### config.mk
export PLATFORM = sky130hd
export DESIGN_NAME = bavt_div
export DESIGN_NICKNAME = d
export VERILOG_FILES = /design/src/hdl/bavt_pkg.sv /design/src/hdl/bavt_div.sv
export SDC_FILE = /design/constraint.sdc
export NUM_CORES = 1
export LEC_CHECK = 0
export BUFFER_PORTS_ARGS = -buffer_cell sky130_fd_sc_hd__buf_2
export CAP_MARGIN = 20
export CORE_MARGIN = 4
export CORE_UTILIZATION = 50
export CTS_BUF_LIST = sky130_fd_sc_hd__clkbuf_16
export CTS_CLUSTER_SIZE = 10
export DETAILED_ROUTE_END_ITERATION = 6
export PLACE_DENSITY = 0.78
export SYNTH_ARGS = -nofsm -noshare
export SYNTH_HDL_FRONTEND = slang
export SYNTH_SLANG_ARGS = --single-unit
### constraint.sdc
create_clock -name clk -period 11.9 [get_ports clk]
set_input_delay 1.785 -clock clk [delete_from_list [all_inputs] [get_ports clk]]
set_output_delay 1.785 -clock clk [all_outputs]
set_load 0.02 [all_outputs]
### src/hdl/bavt_pkg.sv
// Shared types, constants and saturating helpers for the bandit action-value table.
// No dependencies; every other file in hdl/ imports this package.
`timescale 1ns / 1ps
package bavt_pkg;

  localparam int VAL_W     = 48;
  localparam int FRAC_W    = 16;
  localparam int SUM_W     = 52;   // sum of up to 16 levels of one entry
  localparam int TOT_W     = 58;   // sum of up to 512 entries
  localparam int DIV_STEPS = SUM_W + FRAC_W;
  localparam int DCNT_W    = $clog2(DIV_STEPS);

  localparam logic signed [VAL_W-1:0] ONE_Q  = 48'sd65536;
  localparam logic signed [VAL_W-1:0] MAX48  = 48'sh7FFF_FFFF_FFFF;
  localparam logic signed [VAL_W-1:0] MIN48  = 48'sh8000_0000_0000;
  localparam logic signed [VAL_W-1:0] OPT_RESET = 48'sd655360000;

  typedef enum logic [1:0] {
    MODE_RECORD = 2'd0,
    MODE_DUMP   = 2'd1,
    MODE_MERGE  = 2'd2,
    MODE_QUERY  = 2'd3
  } mode_t;

  typedef struct packed {
    logic [1:0]              mode;
    logic [4:0]              action;
    logic [3:0]              level;
    logic [5:0]              entry_index;
    logic signed [VAL_W-1:0] value;
  } in_t;

  typedef struct packed {
    logic signed [VAL_W-1:0] dump_value;
    logic                    last_of_run;
    logic signed [VAL_W-1:0] asked_q;
    logic [4:0]              best_action;
    logic signed [VAL_W-1:0] best_q;
    logic signed [VAL_W-1:0] reward_total;
    logic                    status;
  } out_t;

  typedef enum logic [3:0] {
    S_CLEAR,
    S_IDLE,
    S_REC_CNT,
    S_REC_REW,
    S_REC_WB,
    S_MRG_RD,
    S_MRG_WB,
    S_DMP_RD,
    S_DMP_OUT,
    S_QRY_RD,
    S_QRY_SUM,
    S_QRY_DIV,
    S_QRY_WAIT,
    S_QRY_CMP,
    S_RESP
  } state_t;

  function automatic logic signed [VAL_W-1:0] sat_add(input logic signed [VAL_W-1:0] a,
                                                      input logic signed [VAL_W-1:0] b);
    logic signed [VAL_W:0] s;
    s = {a[VAL_W-1], a} + {b[VAL_W-1], b};
    if (s[VAL_W] != s[VAL_W-1]) return s[VAL_W] ? MIN48 : MAX48;
    return s[VAL_W-1:0];
  endfunction

  function automatic logic signed [VAL_W-1:0] sat_tot(input logic signed [TOT_W-1:0] t);
    logic signed [TOT_W-1:0] hi;
    logic signed [TOT_W-1:0] lo;
    hi = TOT_W'(MAX48);
    lo = TOT_W'(MIN48);
    if (t > hi) return MAX48;
    if (t < lo) return MIN48;
    return t[VAL_W-1:0];
  endfunction

endpackage

### src/hdl/bavt_div.sv
// Bit-serial signed Q32.16 divider: (num << 16) / den, truncated, saturated to 48 bits.
// Depends on bavt_pkg for widths and limits.
`timescale 1ns / 1ps
module bavt_div
  import bavt_pkg::*;
(
  input  logic                    clk,
  input  logic                    rst,
  input  logic                    start,
  input  logic signed [SUM_W-1:0] num,
  input  logic signed [SUM_W-1:0] den,
  output logic                    done,
  output logic signed [VAL_W-1:0] quo
);

  logic                   busy;
  logic [DCNT_W-1:0]      cnt;
  logic [DIV_STEPS-1:0]   dd;
  logic [SUM_W-1:0]       rem;
  logic [SUM_W-1:0]       dc;
  logic [VAL_W-1:0]       q;
  logic                   ovf;
  logic                   neg;
  logic [SUM_W:0]         trial;
  logic                   take;
  logic [SUM_W-1:0]       nr_abs;
  logic [SUM_W-1:0]       dc_abs;

  assign nr_abs = num[SUM_W-1] ? SUM_W'(-num) : SUM_W'(num);
  assign dc_abs = den[SUM_W-1] ? SUM_W'(-den) : SUM_W'(den);
  assign trial  = {rem, dd[DIV_STEPS-1]};
  assign take   = trial >= {1'b0, dc};

  always_ff @(posedge clk) begin
    if (rst) begin
      busy <= 1'b0;
      done <= 1'b0;
      cnt  <= '0;
    end else begin
      done <= 1'b0;
      if (start) begin
        busy <= 1'b1;
        cnt  <= '0;
      end else if (busy) begin
        cnt <= cnt + 1'b1;
        if (cnt == DCNT_W'(DIV_STEPS - 1)) begin
          busy <= 1'b0;
          done <= 1'b1;
        end
      end
    end
  end

  always_ff @(posedge clk) begin
    if (start) begin
      dd  <= {nr_abs, {FRAC_W{1'b0}}};
      dc  <= dc_abs;
      rem <= '0;
      q   <= '0;
      ovf <= 1'b0;
      neg <= num[SUM_W-1] != den[SUM_W-1];
    end else if (busy) begin
      dd  <= dd << 1;
      rem <= take ? SUM_W'(trial - {1'b0, dc}) : trial[SUM_W-1:0];
      q   <= {q[VAL_W-2:0], take};
      ovf <= ovf | q[VAL_W-1];
    end
  end

  // Clamp: results outside the signed 48-bit range saturate; ovf marks magnitude >= 2^48.
  always_comb begin
    if (neg) begin
      if (ovf || (q[VAL_W-1] && (|q[VAL_W-2:0]))) quo = MIN48;
      else quo = VAL_W'(-$signed(q));
    end else begin
      if (ovf || q[VAL_W-1]) quo = MAX48;
      else quo = $signed(q);
    end
  end

endmodule

**Word-level counts from Yosys, hierarchy flattened**

Index checks and enable logic that the tools add are counted.

- Shift operators: 0
- Order comparisons: 1
- Divide/modulo/power cells: 0
- Reduce and logical (&&, ||, !) cells: 7
- $mul: 0
- Equality and inequality tests: 2
- Bitwise logic cells: 2
- Multiplexer cells: 12
- Add/sub/neg operators: 5

Operators by type and width:

| operator | count |
|---|---|
| $mux W48 | 3 |
| $mux W68 | 2 |
| $mux W52 | 2 |
| $neg A52 Y52 | 2 |
| $ge A53 B52 Y1 | 1 |
| $sub A52 B52 Y52 | 1 |
| $mux W51 | 1 |
| $neg A48 Y48 | 1 |
| $reduce_or A47 Y1 | 1 |
| $add A7 B1 Y7 const B | 1 |
| $eq A7 B7 Y1 const B | 1 |
| $mux W1 | 4 |
| $reduce_or A3 Y1 | 1 |
| $logic_or A1 B1 Y1 | 2 |
| $reduce_bool A2 Y1 | 1 |
| $reduce_or A2 Y1 | 1 |
| $logic_and A1 B1 Y1 | 1 |
| $ne A1 B1 Y1 | 1 |
| $not A1 Y1 | 1 |
| $or A1 B1 Y1 | 1 |

- Memory bits (read-only): 0
- Register bits: 215
- Bits in writable memories: 0
- Memories: 0
- Output and inout port bits: 49
- Input bits: 107
- Word-level logic and storage cells: 39
- Bits in latches: 0

**Logic depth before layout (Yosys ltp)**

Gate-level depths: netlist (run 1).

- Depth in word-level cells: 5
- Gate-level depth with buffers: 15
- Depth with buffers taken out: 13

**Worst setup path after synthesis (run 1)**

No wires, ideal clock.

- Kind: register -> output
- From: register q[11]
- To: output port quo[12]
- Required time: 10.115 ns
- Path slack: 6.269 ns
- Stages on the path, launching flop included: 12
- Path buffers: 3
- Arrival time: 3.846 ns
- Path through: dfxtp_1 > clkbuf_1 > nor4_1 > nand4_1 > or4_1 > clkbuf_1 > nor4b_1 > nand4b_1 > o21ai_1 > nand3_1 > clkbuf_1 > o311ai_0

- Word-level cells in the longest chain between the ends: 5
- Elaborated cells on any way between the ends: 6
- Those cells by class: 1 x add/sub; 2 x mux; 3 x reduce/logical

RTL lines:

| what | RTL line | source |
|---|---|---|
| from (decl) | bavt_div.sv:21 | `logic [VAL_W-1:0] q;` |
| from (signal assigned) | bavt_div.sv:65 | `q <= {q[VAL_W-2:0], take};` |
| parallel branches: the longest is 3 deep, another holds $neg A48 Y48 | n/a |  |
| $mux W48 * | bavt_div.sv:73 | `if (ovf \|\| (q[VAL_W-1] && (\|q[VAL_W-2:0]))) quo = MIN48;` |
| $mux W48 * | bavt_div.sv:72 | `if (neg) begin` |
| to (decl) | bavt_div.sv:13 | `output logic signed [VAL_W-1:0] quo` |

Mark *: on every way between the ends.

**Final worst setup path (run 1)**

- From: register q[0]
- To: output port quo[31]

The elaborated chain is that of the path after synthesis.

==> results of run 1 <==
==> power by group through the flow <==
stage / sequential, mW / combinational, mW / clock [mW]
2_1_floorplan: 0.876 / 0.420 / 0
3_3_place_gp: 0.884 / 0.544 / 0
3_5_place_dp: 0.886 / 0.554 / 0
4_1_cts: 0.871 / 0.558 / 0.717
5_1_grt: 0.876 / 0.629 / 0.750
6_report: 0.871 / 0.566 / 0.702
==> logic make-up (layout without fill, tap and decap cells) <==
family / after synthesis / after routing / share of synthesized area (%)
flip-flops: 215 / 215 / 35.8
other: 0 / 2 / 0
buffers and inverters: 202 / 299 / 5.09
adder cells (fa/ha/maj): 57 / 57 / 4.82
XOR/XNOR: 147 / 147 / 8.62
AND/OR/NAND/NOR: 628 / 628 / 20.2
AO/OA/AOI/OAI: 485 / 485 / 21.2
multiplexers: 63 / 63 / 4.22
==> sequential cells by signal, summed over array words and instances (netlist names) <==
register  flops
dd           52
rem          52
done          1
q            48
busy          1
neg           1
dc           52
cnt           7
ovf           1
==> path summary, 6_finish.rpt <==
check            end  cells past startpoint  slack [ns]
min           cnt[6]                      2        0.49
min reg2reg   cnt[6]                      2        0.49
max reg2reg  rem[50]                     13        7.81
max          quo[31]                     14        4.63
==> routing by layer <==
metal	track usage, %	vias to the layer above	share of wire [%]
li1	-	6733	-
met1	29.5	6354	46
met2	34.5	452	46
met3	2.92	55	6.6
met4	4.84	0	2.0
met5	0	-	0
==> placed cells by master (no fill, tap or decap), types with 6 or more instances in the layout <==
cell and instances:
o21bai_1 9, nand2_1 145, inv_1 103, o31ai_1 42
nor2_1 231, nand4_1 27, or2_2 11, or4_4 9
a21oi_1 143, mux2i_1 63, nand2b_1 15, nor4_1 13
nand3_1 31, nor3_1 46, o21ai_0 97, and3_1 9
xor2_1 72, nor2b_1 6, buf_4 8, or3_1 34
o21a_1 7, dfxtp_1 109, and2_1 6, a21o_1 22
buf_2 154, or4_1 16, clkbuf_16 27, o211ai_1 9
xnor2_1 75, o41ai_1 19, a211oi_1 45, edfxtp_1 105
ha_1 56, o311ai_0 38
==> critical path: stages (launching register included) <==
cell and delay, ns:
dfxtp_1 0.34, inv_1 0.10, ha_1 0.21, nor3b_1 0.42, nand3_1 0.23, or4_1 0.64
nor4b_1 0.48, nand4b_1 0.25, o21ai_1 0.46, buf_4 0.27, nand2_1 0.58, o41ai_1 0.56
nand2_1 0.08, o311ai_0 0.10, buf_2 0.24
==> cell type report <==
type                       instances  area [um2]  area share, %
antenna                            2        5.00         0.0300
clock inverter                    20        87.6          0.525
inverter                          87         327           1.96
tap                              390         488           2.92
timing repair buffer             165         892           5.35
sequential                       215        5360           32.1
clock buffer                      27         676           4.05
multi-input combinational       1380        8850           53.0
==> qor.yml, run 1 <==
grt:
  grt_pass1_vias: 12500
  track_usage_pct: 21.0
  grt_max_degree: 129
  antenna_found_initial: 2
  grt_pass1_wl_mm: 60.0
  grt.overflow.total: 0
place:
  placed_area_um2: 15900
  io_buffers: 155
  placedCellCount: 2234
  dp_worst_setup_slack_ns: 4.78
  hpwl_mm: 26.3
  routabilityCongestion: 0.955
sta:
  hold_viol_final: 0
  finalSetupTns_ns: 0
  holdWs_ns: 0.495
  fmax_mhz: 137
  relSlewSlack_pct: 34.7
  layout_min_cycle_time_ns: 7.27
  rsz0062_at_grt: "false"
  finalCritPeriodShare_pct: 61.1
  worst_slack_ns: 4.63
  clock_skew_ns: 0.0144
  worst_slew_pin_slew_ns: 0.979
  drv_slew: 0
  setup_viol: 0
cts:
  path_clk_slew_ns: 0.06
  cts_setup_buffers: 0
  h-tree-depth: 1
  postCtsHoldBufs: 0
  clk_latency_ns: 0.53
  cts_buffer_depth: 3
  clock_sinks: 215
  ctsResizeCount: 0
  cts_tree: "done"
  cts_buffers: 26
  root_buffer: "clkbuf_16"
power:
  internal_power_mw: 1.47
  leakagePower_nw: 6.96
  swShare_pct: 31.4
  total_power_mw: 2.14
  combPwrFrac_pct: 26.4
  power.density_nw_per_um2: 128
  p_clk_share_pct: 32.8
  sequentialPowerShare_pct: 40.7
  ir_drop_mv: 0.107
  p_sw_mw: 0.671
hold_path:
  hp-class: "flip-flop to flip-flop"
  hold_start: "cnt[6]"
yosys:
  ys.flop_type: "dfxtp_1"
  yosysUniqueCellTypes: 67
  ys.warnings.count: 0
  synth_common_cells: "231 x nor2_1, 146 x nand2_1, 143 x a21oi_1"
  ys_seq_area_share_pct: 35.8
  avgSynthCellArea_um2: 8.32
  syn_nets: 1961
  yosys-top-cells-area: "edfxtp_1 21%, dfxtp_1 15%, nor2_1 5.8%"
  synthCells: 1797
  netlist_area_um2: 14900
  async_flop_share_pct: 0
  synth.most_common_cell: "nor2_1"
  yosys.area.top_type: "edfxtp_1"
  synth_seq_cells: 215
  synth_top_cell_area_share_pct: 21.1
  synth_enable_flop_cells: 105
worst_setup_path:
  critPathKind: "flip-flop to primary output"
  arrival_ns: 5.49
  cp.required_ns: 10.12
  startpoint_type: "flip-flop"
  r2r_start: "dd[67]"
  critPathCaptureType: "primary output"
  path_max_fanout: 32
  worstSetupStartpoint: "q[0]"
route:
  wl_mm: 36.8
  drt_iter0_markers: 1025
  detail_route.wl_per_cell_um: 16.1
  drc: 0
  drt-pass1-iter-count: 5
  via_per_inst: 5.95
  vias: 13600
  antenna_left: 0
finish:
  area_growth_pct: 11.6
  fill_cells: 2664
  layout-drive-gt1-share_pct: 12.3
  fin_nets: 2039
  design_area_um2: 16700
  fin_cells: 2286
  fin_util_pct: 56.4
outcome:
  status: "completed"
floorplanning:
  core_um2: 29600
  core.rowCount: 63
  io_pins: 156
  initial_core_util_pct: 50.6
  die_x_um: 181
  die_y_um: 181
  die_area_um2: 32700
run:
  drv_cap: 0
No activity file was read; power rests on OpenSTA's default activity.
==> run 2: changes to the inputs <==
==> constraint.sdc (replaced) <==
create_clock -name clk -period 6.9 [get_ports clk]
set_input_delay 1.035 -clock clk [delete_from_list [all_inputs] [get_ports clk]]
set_output_delay 1.035 -clock clk [all_outputs]
set_load 0.02 [all_outputs]
==> qor.yml, run 2 (synthesis results as in run 1) <==
outcome:
  status: "complete, but fails checks"
  failed_checks: "design-rule violations"
place:
  hpwl_mm: 25.9  # -1.8%
  dp_worst_setup_slack_ns: 1.29  # -3.49 ns
  placedCellCount: 2235  # +0.045%
  io_buffers: 155  # unchanged
  placed_area_um2: 15900  # +0.13%
  routabilityCongestion: 0.925  # -3.1%
cts:
  root_buffer: "clkbuf_16"
  cts_setup_buffers: 0  # unchanged
  ctsResizeCount: 0  # unchanged
  clock_sinks: 215  # unchanged
  cts_tree: "done"
  clk_latency_ns: 0.54  # about the same
  cts_buffers: 27  # +3.8%
  postCtsHoldBufs: 0  # unchanged
  h-tree-depth: 1  # unchanged
  cts_buffer_depth: 3  # unchanged
  path_clk_slew_ns: 0.05  # about the same
worst_setup_path:
  path_max_fanout: 32  # unchanged
  critPathCaptureType: "primary output"
  startpoint_type: "flip-flop"
  cp.required_ns: 5.86  # -4.26 ns
  arrival_ns: 5.21  # -0.28 ns
  critPathKind: "flip-flop to primary output"
grt:
  grt_pass1_vias: 12500  # -0.50%
  grt_max_degree: 125  # -3.1%
  antenna_found_initial: 1  # -1
  track_usage_pct: 20.8  # -0.15 points
  grt_pass1_wl_mm: 59.8  # -0.32%
  grt.overflow.total: 0  # unchanged
finish:
  design_area_um2: 16700  # +0.14%
  register_area_um2: 5360  # unchanged
  multi_input_area_um2: 8850  # unchanged
  fill_cells: 2683  # +0.71%
  fin_cells: 2286  # unchanged
  layout-drive-gt1-share_pct: 12.5  # +0.15 points
  largest_registers: "dc: 52 flops, dd: 52 flops, rem: 52 flops"
  final_cell_mix: "231 x nor2_1, 154 x buf_2, 145 x nand2_1"
  fin_nets: 2039  # unchanged
  final_common_cell: "nor2_1"
  area_growth_pct: 11.8
sta:
  setup_viol: 0  # unchanged
  finalCritPeriodShare_pct: 90.6
  drv_slew: 0  # unchanged
  worst_slack_ns: 0.652  # -3.97 ns
  rsz0062_at_grt: "false"
  finalSetupTns_ns: 0  # unchanged
  layout_min_cycle_time_ns: 6.25
  fmax_mhz: 160
  worst_slew_pin_slew_ns: 1.03  # +0.0534 ns
  clock_skew_ns: 0.0120  # -0.00242 ns
  relSlewSlack_pct: 31.2  # -3.6 points
  hold_viol_final: 0  # unchanged
route:
  via_per_inst: 5.93  # -0.28%
  drt-pass1-iter-count: 7  # +2
  drt_iter0_markers: 1169  # +14%
  detail_route.wl_per_cell_um: 15.8  # -1.6%
  wl_mm: 36.2  # -1.6%
  antenna_left: 0  # unchanged
  drc: 1  # +1
  vias: 13600  # -0.28%
floorplanning:
  die_x_um: 181  # unchanged
  core.rowCount: 63  # unchanged
  die_area_um2: 32700  # unchanged
  initial_core_util_pct: 50.6  # unchanged
  die_y_um: 181  # unchanged
  core_um2: 29600  # unchanged
  io_pins: 156  # unchanged
power:
  ir_drop_mv: 0.165  # +54%
  power.density_nw_per_um2: 223  # +74%
  leakagePower_nw: 6.97  # about the same
hold_path:
  hp-class: "flip-flop to flip-flop"
run:
  drv_cap: 0  # unchanged
## run 2: worst paths after layout
path / startpoint / end / slack (ns) / cells after the start
worst min register to register: rem[1] / rem[1] / 0.49 / 2
worst min-delay path: rem[1] / rem[1] / 0.49 / 2
worst max register to register: dd[67] / rem[50] / 2.70 / 13
worst max-delay path: q[0] / quo[20] / 0.65 / 14
## run 2: metal layers
layer	GRT usage (%)	vias to the layer above	wire [um]
met5	0	-	0
met4	5.17	0	699
met3	2.80	75	2270
met2	35.2	432	17100
met1	28.4	6327	16100
li1	-	6722	-
## run 2: power breakdown
group	total [mW]	switching [mW]	internal (mW)
clock network	1.26	0.531	0.728
registers	1.51	0.0525	1.45
logic	0.968	0.591	0.378
total	3.73	1.17	2.56
## run 2: worst max-delay path: stages (launching register included)
cell and delay, ns:
dfxtp_1 0.33, inv_1 0.10, ha_1 0.21, nor3b_1 0.39, nand3_1 0.25, or4_1 0.64, nor4b_1 0.49, nand4b_1 0.23
o21ai_1 0.21, buf_4 0.23, nand2_1 0.58, o41ai_1 0.55, nand2_1 0.09, o311ai_0 0.12, buf_2 0.24
## run 2: layout make-up
class,count,area share [%]
timing repair buffer,164,5.29
clock inverter,21,0.577
tap,390,2.92
sequential,215,32.1
multi-input combinational,1380,53.0
antenna,1,0.0150
clock buffer,28,4.19
inverter,87,1.95
## run 2: per-stage QoR
step	util [%]	hold slack [ns]	total power, mW
finish	56.5	0.487	3.73
global route	56.5	0.516	3.95
CTS	56.4	0.487	3.76
detailed placement	53.7	0.478	2.48
global placement	53.7	0.471	2.46
floorplan	-	0.458	2.23
